## config.mk

```make
export PLATFORM = sky130hd
export DESIGN_NAME = light_pulse_width_classifier
export DESIGN_NICKNAME = d
export VERILOG_FILES = /design/src/hdl/lpwc_pkg.sv /design/src/hdl/lpwc_regs.sv /design/src/hdl/lpwc_core.sv /design/src/hdl/light_pulse_width_classifier.sv
export SDC_FILE = /design/constraint.sdc
export NUM_CORES = 1
export LEC_CHECK = 0
export BUFFER_PORTS_ARGS = -buffer_cell sky130_fd_sc_hd__clkbuf_2
export CAP_MARGIN = 5
export CORE_AREA = 2 2 157 159
export DETAILED_ROUTE_END_ITERATION = 6
export DIE_AREA = 0 0 159 161
export GPL_ROUTABILITY_DRIVEN = 0
export PLACE_DENSITY = 0.86
export SLEW_MARGIN = 10
export SYNTH_ARGS = -nofsm -noshare
export SYNTH_HDL_FRONTEND = slang
export SYNTH_HIERARCHICAL = 1
export SYNTH_SLANG_ARGS = --single-unit
```

## constraint.sdc

```tcl
create_clock -name i_clk -period 10.8 [get_ports i_clk]
set_input_delay 0.54 -clock i_clk [delete_from_list [all_inputs] [get_ports i_clk]]
set_output_delay 0.54 -clock i_clk [all_outputs]
set_load 0.1 [all_outputs]
```

## src/hdl/lpwc_pkg.sv

```systemverilog
// Shared types, register map and pulse length windows of the light pulse width classifier.
`timescale 1ns / 1ps
`default_nettype none

package lpwc_pkg;

    localparam int unsigned SAMPLE_W   = 12;
    localparam int unsigned TIME_W     = 32;
    localparam int unsigned GAP_W      = 26;
    localparam int unsigned SYMBOL_W   = 4;
    localparam int unsigned NUM_WIN    = 8;
    localparam int unsigned APB_DATA_W = 32;
    localparam int unsigned APB_ADDR_W = 4;
    localparam int unsigned REG_IDX_W  = 2;

    // Register indexes, byte address is four times the index
    localparam logic [REG_IDX_W-1:0] REG_MEASURE_ENABLE  = 2'd0;
    localparam logic [REG_IDX_W-1:0] REG_LIGHT_THRESHOLD = 2'd1;
    localparam logic [REG_IDX_W-1:0] REG_START_GAP       = 2'd2;
    localparam logic [REG_IDX_W-1:0] REG_RELEASE_GAP     = 2'd3;

    // Register reset values
    localparam logic                RST_MEASURE_ENABLE  = 1'b0;
    localparam logic [SAMPLE_W-1:0] RST_LIGHT_THRESHOLD = 12'd2750;
    localparam logic [GAP_W-1:0]    RST_START_GAP       = 26'd10000;
    localparam logic [GAP_W-1:0]    RST_RELEASE_GAP     = 26'd500;

    // Fixed offset taken off every measured length
    localparam logic [TIME_W-1:0] PULSE_OFFSET_US = 32'd15000;

    // Open length windows, symbol is window index plus one
    localparam logic [TIME_W-1:0] WIN_LO [NUM_WIN] = '{
        32'd25000, 32'd50000, 32'd70000, 32'd100000,
        32'd126000, 32'd150000, 32'd175000, 32'd200000
    };
    localparam logic [TIME_W-1:0] WIN_HI [NUM_WIN] = '{
        32'd30000, 32'd55000, 32'd80000, 32'd105000,
        32'd129000, 32'd155000, 32'd180000, 32'd205000
    };

    typedef struct packed {
        logic                measure_enable;
        logic [SAMPLE_W-1:0] light_threshold;
        logic [GAP_W-1:0]    start_gap_us;
        logic [GAP_W-1:0]    release_gap_us;
    } t_cfg;

    // Pick the first window that holds the length, else keep the previous symbol
    function automatic logic [SYMBOL_W-1:0] classify(input logic [TIME_W-1:0] len,
                                                      input logic [SYMBOL_W-1:0] prev);
        logic [SYMBOL_W-1:0] sym;
        logic                found;
        sym   = prev;
        found = 1'b0;
        for (int w = 0; w < NUM_WIN; w++) begin
            if (!found && (len > WIN_LO[w]) && (len < WIN_HI[w])) begin
                sym   = SYMBOL_W'(w + 1);
                found = 1'b1;
            end
        end
        return sym;
    endfunction

endpackage

`default_nettype wire

```

## src/hdl/lpwc_regs.sv

```systemverilog
// Configuration register file of the light pulse width classifier behind an APB-style port.
`timescale 1ns / 1ps
`default_nettype none

module lpwc_regs
    import lpwc_pkg::*;
(
    input  wire logic                  i_clk,
    input  wire logic                  i_rst_n,
    input  wire logic                  psel,
    input  wire logic                  penable,
    input  wire logic                  pwrite,
    input  wire logic [APB_ADDR_W-1:0] paddr,
    input  wire logic [APB_DATA_W-1:0] pwdata,
    output logic      [APB_DATA_W-1:0] prdata,
    output logic                       pready,
    output t_cfg                       o_cfg
);

    t_cfg                 r_cfg;
    logic                 wr_en;
    logic [REG_IDX_W-1:0] reg_idx;

    assign pready  = 1'b1;
    assign wr_en   = psel && penable && pwrite;
    assign reg_idx = paddr[APB_ADDR_W-1:2];

    // Write the addressed register on the access phase
    always_ff @(posedge i_clk) begin
        if (!i_rst_n) begin
            r_cfg.measure_enable  <= RST_MEASURE_ENABLE;
            r_cfg.light_threshold <= RST_LIGHT_THRESHOLD;
            r_cfg.start_gap_us    <= RST_START_GAP;
            r_cfg.release_gap_us  <= RST_RELEASE_GAP;
        end else if (wr_en) begin
            unique case (reg_idx)
                REG_MEASURE_ENABLE:  r_cfg.measure_enable  <= pwdata[0];
                REG_LIGHT_THRESHOLD: r_cfg.light_threshold <= pwdata[SAMPLE_W-1:0];
                REG_START_GAP:       r_cfg.start_gap_us    <= pwdata[GAP_W-1:0];
                REG_RELEASE_GAP:     r_cfg.release_gap_us  <= pwdata[GAP_W-1:0];
                default: ;
            endcase
        end
    end

    // Return the addressed register, zero extended
    always_comb begin
        unique case (reg_idx)
            REG_MEASURE_ENABLE:  prdata = APB_DATA_W'(r_cfg.measure_enable);
            REG_LIGHT_THRESHOLD: prdata = APB_DATA_W'(r_cfg.light_threshold);
            REG_START_GAP:       prdata = APB_DATA_W'(r_cfg.start_gap_us);
            REG_RELEASE_GAP:     prdata = APB_DATA_W'(r_cfg.release_gap_us);
            default:             prdata = '0;
        endcase
    end

    assign o_cfg = r_cfg;

endmodule

`default_nettype wire

```

## src/hdl/lpwc_core.sv

```systemverilog
// Input register, pulse tracking state, classifier and result register.
`timescale 1ns / 1ps
`default_nettype none

module lpwc_core
    import lpwc_pkg::*;
(
    input  wire logic                i_clk,
    input  wire logic                i_rst_n,
    input  wire t_cfg                i_cfg,
    input  wire logic                i_valid,
    output logic                     o_ready,
    input  wire logic [SAMPLE_W-1:0] i_sample,
    input  wire logic [TIME_W-1:0]   i_time_us,
    output logic                     o_valid,
    input  wire logic                i_ready,
    output logic      [TIME_W-1:0]   o_pulse_length_us,
    output logic      [SYMBOL_W-1:0] o_symbol,
    output logic                     o_symbol_changed
);

    // Input stage
    logic                r_in_valid;
    logic [SAMPLE_W-1:0] r_in_sample;
    logic [TIME_W-1:0]   r_in_time;

    // Pulse tracking state
    logic [TIME_W-1:0]   r_last_bright;
    logic [TIME_W-1:0]   r_start;
    logic                r_closed;
    logic [SYMBOL_W-1:0] r_sym;

    // Result stage
    logic                r_out_valid;
    logic [TIME_W-1:0]   r_out_len;
    logic [SYMBOL_W-1:0] r_out_symbol;
    logic                r_out_changed;

    logic                fire;
    logic                bright;
    logic [TIME_W-1:0]   elapsed;
    logic                start_pulse;
    logic                emit;
    logic [TIME_W-1:0]   len;
    logic [SYMBOL_W-1:0] n_sym;

    // Process the held word when the result slot is free or being drained
    assign fire    = r_in_valid && (!r_out_valid || i_ready);
    assign o_ready = !r_in_valid || fire;

    assign bright      = r_in_sample > i_cfg.light_threshold;
    assign elapsed     = r_in_time - r_last_bright;
    assign start_pulse = bright && i_cfg.measure_enable
                         && (elapsed > TIME_W'(i_cfg.start_gap_us));
    assign emit        = !bright && i_cfg.measure_enable
                         && (elapsed > TIME_W'(i_cfg.release_gap_us)) && !r_closed;
    assign len         = r_in_time - r_start - PULSE_OFFSET_US;
    assign n_sym       = classify(len, r_sym);

    // Capture the incoming word
    always_ff @(posedge i_clk) begin
        if (!i_rst_n) begin
            r_in_valid <= 1'b0;
        end else if (o_ready) begin
            r_in_valid <= i_valid;
        end
    end

    always_ff @(posedge i_clk) begin
        if (o_ready && i_valid) begin
            r_in_sample <= i_sample;
            r_in_time   <= i_time_us;
        end
    end

    // Advance the pulse state
    always_ff @(posedge i_clk) begin
        if (!i_rst_n) begin
            r_last_bright <= '0;
            r_start       <= '0;
            r_closed      <= 1'b0;
            r_sym         <= '0;
        end else if (fire) begin
            if (bright) begin
                r_last_bright <= r_in_time;
            end
            if (start_pulse) begin
                r_start  <= r_in_time;
                r_closed <= 1'b0;
            end
            if (emit) begin
                r_closed <= 1'b1;
                r_sym    <= n_sym;
            end
        end
    end

    // Load the result word, drop it once taken
    always_ff @(posedge i_clk) begin
        if (!i_rst_n) begin
            r_out_valid <= 1'b0;
        end else if (fire && emit) begin
            r_out_valid <= 1'b1;
        end else if (i_ready) begin
            r_out_valid <= 1'b0;
        end
    end

    always_ff @(posedge i_clk) begin
        if (fire && emit) begin
            r_out_len     <= len;
            r_out_symbol  <= n_sym;
            r_out_changed <= n_sym != r_sym;
        end
    end

    assign o_valid           = r_out_valid;
    assign o_pulse_length_us = r_out_len;
    assign o_symbol          = r_out_symbol;
    assign o_symbol_changed  = r_out_changed;

    // A waiting result always carries the current symbol
    a_out_sym_current: assert property (@(posedge i_clk) disable iff (!i_rst_n)
        r_out_valid |-> (r_out_symbol == r_sym))
        else $error("waiting result symbol differs from current symbol");

    // A change can only lead to a real symbol
    a_changed_nonzero: assert property (@(posedge i_clk) disable iff (!i_rst_n)
        (r_out_valid && r_out_changed) |-> (r_out_symbol != '0))
        else $error("symbol change reported towards symbol zero");

    // Symbol never leaves the window range
    a_sym_range: assert property (@(posedge i_clk) disable iff (!i_rst_n)
        r_sym <= SYMBOL_W'(NUM_WIN))
        else $error("symbol out of range");

    // A measured pulse is closed afterwards
    a_closed_after_emit: assert property (@(posedge i_clk) disable iff (!i_rst_n)
        (fire && emit) |=> (r_closed && r_out_valid))
        else $error("pulse not closed after measurement");

endmodule

`default_nettype wire

```

## src/hdl/light_pulse_width_classifier.sv

```systemverilog
// Top level of the light pulse width classifier: register file and measuring core.
// A closing sample enters the input register, then its result word the result register.
// Throughput: one sample per cycle; input register and result register part the two sides.
// A sample is held back only while a result word waits and the sink is not ready.
// Reset (synchronous, active low) clears pulse state, symbol and handshakes and
// loads the register defaults; no clearing pass is needed.
`timescale 1ns / 1ps
`default_nettype none

module light_pulse_width_classifier
    import lpwc_pkg::*;
(
    input  wire logic                  i_clk,
    input  wire logic                  i_rst_n,
    input  wire logic                  psel,
    input  wire logic                  penable,
    input  wire logic                  pwrite,
    input  wire logic [APB_ADDR_W-1:0] paddr,
    input  wire logic [APB_DATA_W-1:0] pwdata,
    output logic      [APB_DATA_W-1:0] prdata,
    output logic                       pready,
    input  wire logic                  i_valid,
    output logic                       o_ready,
    input  wire logic [SAMPLE_W-1:0]   i_sample,
    input  wire logic [TIME_W-1:0]     i_time_us,
    output logic                       o_valid,
    input  wire logic                  i_ready,
    output logic      [TIME_W-1:0]     o_pulse_length_us,
    output logic      [SYMBOL_W-1:0]   o_symbol,
    output logic                       o_symbol_changed
);

    t_cfg cfg;

    lpwc_regs u_regs (
        .i_clk   (i_clk),
        .i_rst_n (i_rst_n),
        .psel    (psel),
        .penable (penable),
        .pwrite  (pwrite),
        .paddr   (paddr),
        .pwdata  (pwdata),
        .prdata  (prdata),
        .pready  (pready),
        .o_cfg   (cfg)
    );

    lpwc_core u_core (
        .i_clk             (i_clk),
        .i_rst_n           (i_rst_n),
        .i_cfg             (cfg),
        .i_valid           (i_valid),
        .o_ready           (o_ready),
        .i_sample          (i_sample),
        .i_time_us         (i_time_us),
        .o_valid           (o_valid),
        .i_ready           (i_ready),
        .o_pulse_length_us (o_pulse_length_us),
        .o_symbol          (o_symbol),
        .o_symbol_changed  (o_symbol_changed)
    );

endmodule

`default_nettype wire

```

==> results.yml <==
worst_setup_path:
  cp-end-kind: "flop"
  max_stage_delay_ns: 0.62
  critPathCapture: "u_core/r_sym[1]"
  cp_data_required_time_ns: 11.23
  crit_path_start_kind: "flop"
  crit_path_start: "u_core/r_in_time[3]"
  path_max_fanout: 45
  path_class: "reg2reg"
  r2r-start: "u_core/r_in_time[3]"
  cp.arrival_ns: 6.70
  path_cells: "ha_1, a21o_1, a21oi_1, a21oi_1, o21ai_0, a21boi_0, o21ai_0, a21boi_0, o21ai_0, a21boi_0, or4b_2, nand3_1, ha_1, nand4_1, nor3_1, o211ai_1, nand4_1, a41oi_1, a41oi_4, buf_4, nand2_1, o32ai_1"
  r2r_setup_slack_ns: 4.52
  timing.rr.end: "u_core/r_sym[1]"
  crit_path_top_delay_cell: "or4b_2"
  rr_worst_depth: 22
global_routing:
  grtUsageTotal: 0.276
  grt_pass1_vias: 12700
  grt_pass1_wl_um: 59300
  gr-total-overflow: 0
  antenna_found_initial: 0
  grt_start_max_net_pins: 103
cells_and_area:
  drive_gt1_frac: 0.123
  instances_no_fill: 2212
  finalInstanceArea_um2: 16900
  final_common_cell: "nand2_1"
  n_antenna_cell: 0
  final_nets: 2115
  syn2layout_area_growth_pct: 10.8
  final_cell_mix: "nand2_1, inv_1, ha_1"
clock_network:
  cts_max_level: 1
  root_buffer: "clkbuf_16"
  cts_buffers: 24
  cts_sinks: 217
  cts_tree: "built"
  cts_resized: 0
  hold_buffers: 0
  clock_latency_ns: 0.54
  clock_path_buffers: 3
  post_cts_buffers: 0
  cts.reportedPaths.clkPinSlew_ns: 0.06
synth:
  syn_inst: 1766
  ys_warn_count: 6
  avgSynthCellArea_um2: 8.65
  ys_seq_elements: 217
  netlist_area_um2: 15300
  yosysTopAreaCellShare: 0.178
  synthTopCellsByArea: "dfxtp_1, edfxtp_1, ha_1, mux2i_1, nand2_1"
  ys_seq_area_frac: 0.337
  async_flop_share: 0
  synth_flop_cell: "dfxtp_1"
  yosysUniqueCellTypes: 97
  synth_edf_count: 81
  yosys.area.top_type: "dfxtp_1"
sta:
  setup_viol: 0
  max_freq_ghz: 0.159
  finalSetupTns_ns: 0
  period_share: 0.581
  drv_slew: 0
  tightest_slew_ns: 1.19
  min_period_ns: 6.28
  rsz0062_at_grt: "false"
  max_slew_margin: 0.200
  final-hold-violation-count: 0
  fin_skew_ns: 0.0214
power_and_ir_drop:
  p_leak_nw: 7.22
  powerDensity_nw_per_um2: 143
  ir_drop_mv: 0.122
floorplan:
  ios: 159
  row_count: 57
  die_h_um: 161
  die_width_um: 159
  dieArea_um2: 25600
  coreArea_um2: 24000
  initial_utilization: 0.638
route:
  first_pass_iters: 5
  wl_um: 36400
  drt_iter0_drc: 885
  drtAntennaViolNets: 0
  via_per_inst: 5.93
  drc: 0
  vias: 13100
  routedWlPerCell_um: 16.4
place:
  numPortBuffers: 143
  place_area_um2: 16100
  place_inst: 2168
  dp_hpwl_um: 26500
worst_hold_path:
  hold_path_class: "in2reg"
job:
  maxCapViolations: 0
run_status:
  outcome: "complete, no violations"
registers in the layout, summed over array words and instances, names as in the netlist:
signal,count
u_regs/o_cfg,65
u_core/o_pulse_length_us,32
u_core/r_in_time,32
u_core/r_last_bright,32
u_core/r_start,32
u_core/r_in_sample,12
u_core/o_symbol,4
u_core/r_sym,4
u_core/o_symbol_changed,1
u_core/o_valid,1
u_core/r_closed,1
u_core/r_in_valid,1
cell usage after synthesis (all sizes together), types with 5 or more instances:
| library cell | instances |
|---|---|
| mux2i | 103 |
| o31ai | 10 |
| a21oi | 127 |
| xor2 | 19 |
| or4 | 8 |
| o2111ai | 6 |
| inv | 209 |
| and2 | 8 |
| nor3 | 22 |
| nand4 | 26 |
| and3 | 9 |
| o211ai | 23 |
| nand2 | 211 |
| o211a | 8 |
| xnor2 | 22 |
| buf | 37 |
| a21o | 31 |
| nand3 | 36 |
| clkbuf | 39 |
| a2111oi | 5 |
| a21boi | 6 |
| a221oi | 6 |
| mux2 | 12 |
| nor4 | 20 |
| nor2b | 72 |
| o21a | 26 |
| o311ai | 6 |
| nand2b | 15 |
| or3 | 7 |
| dfxtp | 136 |
| o32ai | 5 |
| nor2 | 94 |
| edfxtp | 81 |
| and4 | 5 |
| a22o | 12 |
| o21ai | 66 |
| a211o | 6 |
| a211oi | 9 |
| ha | 156 |
metrics by stage:
step                      utilization  total power [mW]  setup WS [ns]  hold WS, ns
after floorplan                     -              1.40           3.91        0.435
after global placement          0.671              1.52           5.12        0.442
after detailed placement        0.671              1.54           4.88        0.455
after CTS                       0.706              2.41           4.73        0.154
after global routing            0.707              2.53           4.12        0.155
final                           0.707              2.41           4.52        0.174
worst min path at each step:
| stage | start | to | slack (ns) | depth (start not counted) |
|---|---|---|---|---|
| detailed placement | u_core/r_start[1] | u_core/r_start[1] | 0.46 | 2 |
| floorplan | u_core/r_start[11] | u_core/r_start[11] | 0.43 | 2 |
| finish | i_time_us[4] | u_core/r_in_time[4] | 0.17 | 1 |
| global placement | u_core/r_start[7] | u_core/r_start[7] | 0.44 | 2 |
| CTS | i_time_us[6] | u_core/r_in_time[6] | 0.15 | 1 |
| global route | i_time_us[6] | u_core/r_in_time[6] | 0.16 | 1 |
worst max-delay path: cells and delay by family, from the launching register on:
| family | cells | cell delay (ns) |
|---|---|---|
| fa+ha+maj | 2 | 0.58 |
| flops | 1 | 0.47 |
| simple gates | 6 | 1.74 |
| buf+inv | 1 | 0.51 |
| compound gates | 13 | 2.81 |
layout make-up:
type / count / area (um^2)
multi-input combinational: 1265 / 8970
fill: 1819 / 7030
sequential: 217 / 5150
inverter: 213 / 800
timing repair buffer: 149 / 763
clock buffer: 27 / 643
tap: 324 / 405
clock inverter: 17 / 196
cell families after synthesis:
group,count (synthesis),share of synthesized area
buffers and inverters,289,0.0787
adders and majority gates,158,0.130
DFF,217,0.337
xor gates and xnor gates,41,0.0245
AOI/OAI and AO/OA,387,0.168
muxes,116,0.0795
other,2,0.000492
and+or+nand+nor,556,0.181
power breakdown:
| group | switching [mW] | total, mW | internal [mW] |
|---|---|---|---|
| Sequential | 0.0205 | 0.899 | 0.878 |
| Clock | 0.356 | 0.864 | 0.508 |
| Combinational | 0.419 | 0.650 | 0.231 |
metal layers:
metal	track usage	share of wire	vias to the layer above
li1	-	-	6427
met1	0.338	0.42	6070
met2	0.486	0.48	504
met3	0.0380	0.060	112
met4	0.126	0.038	0
met5	0	0	-
No activity file was read; power rests on OpenSTA's default activity.
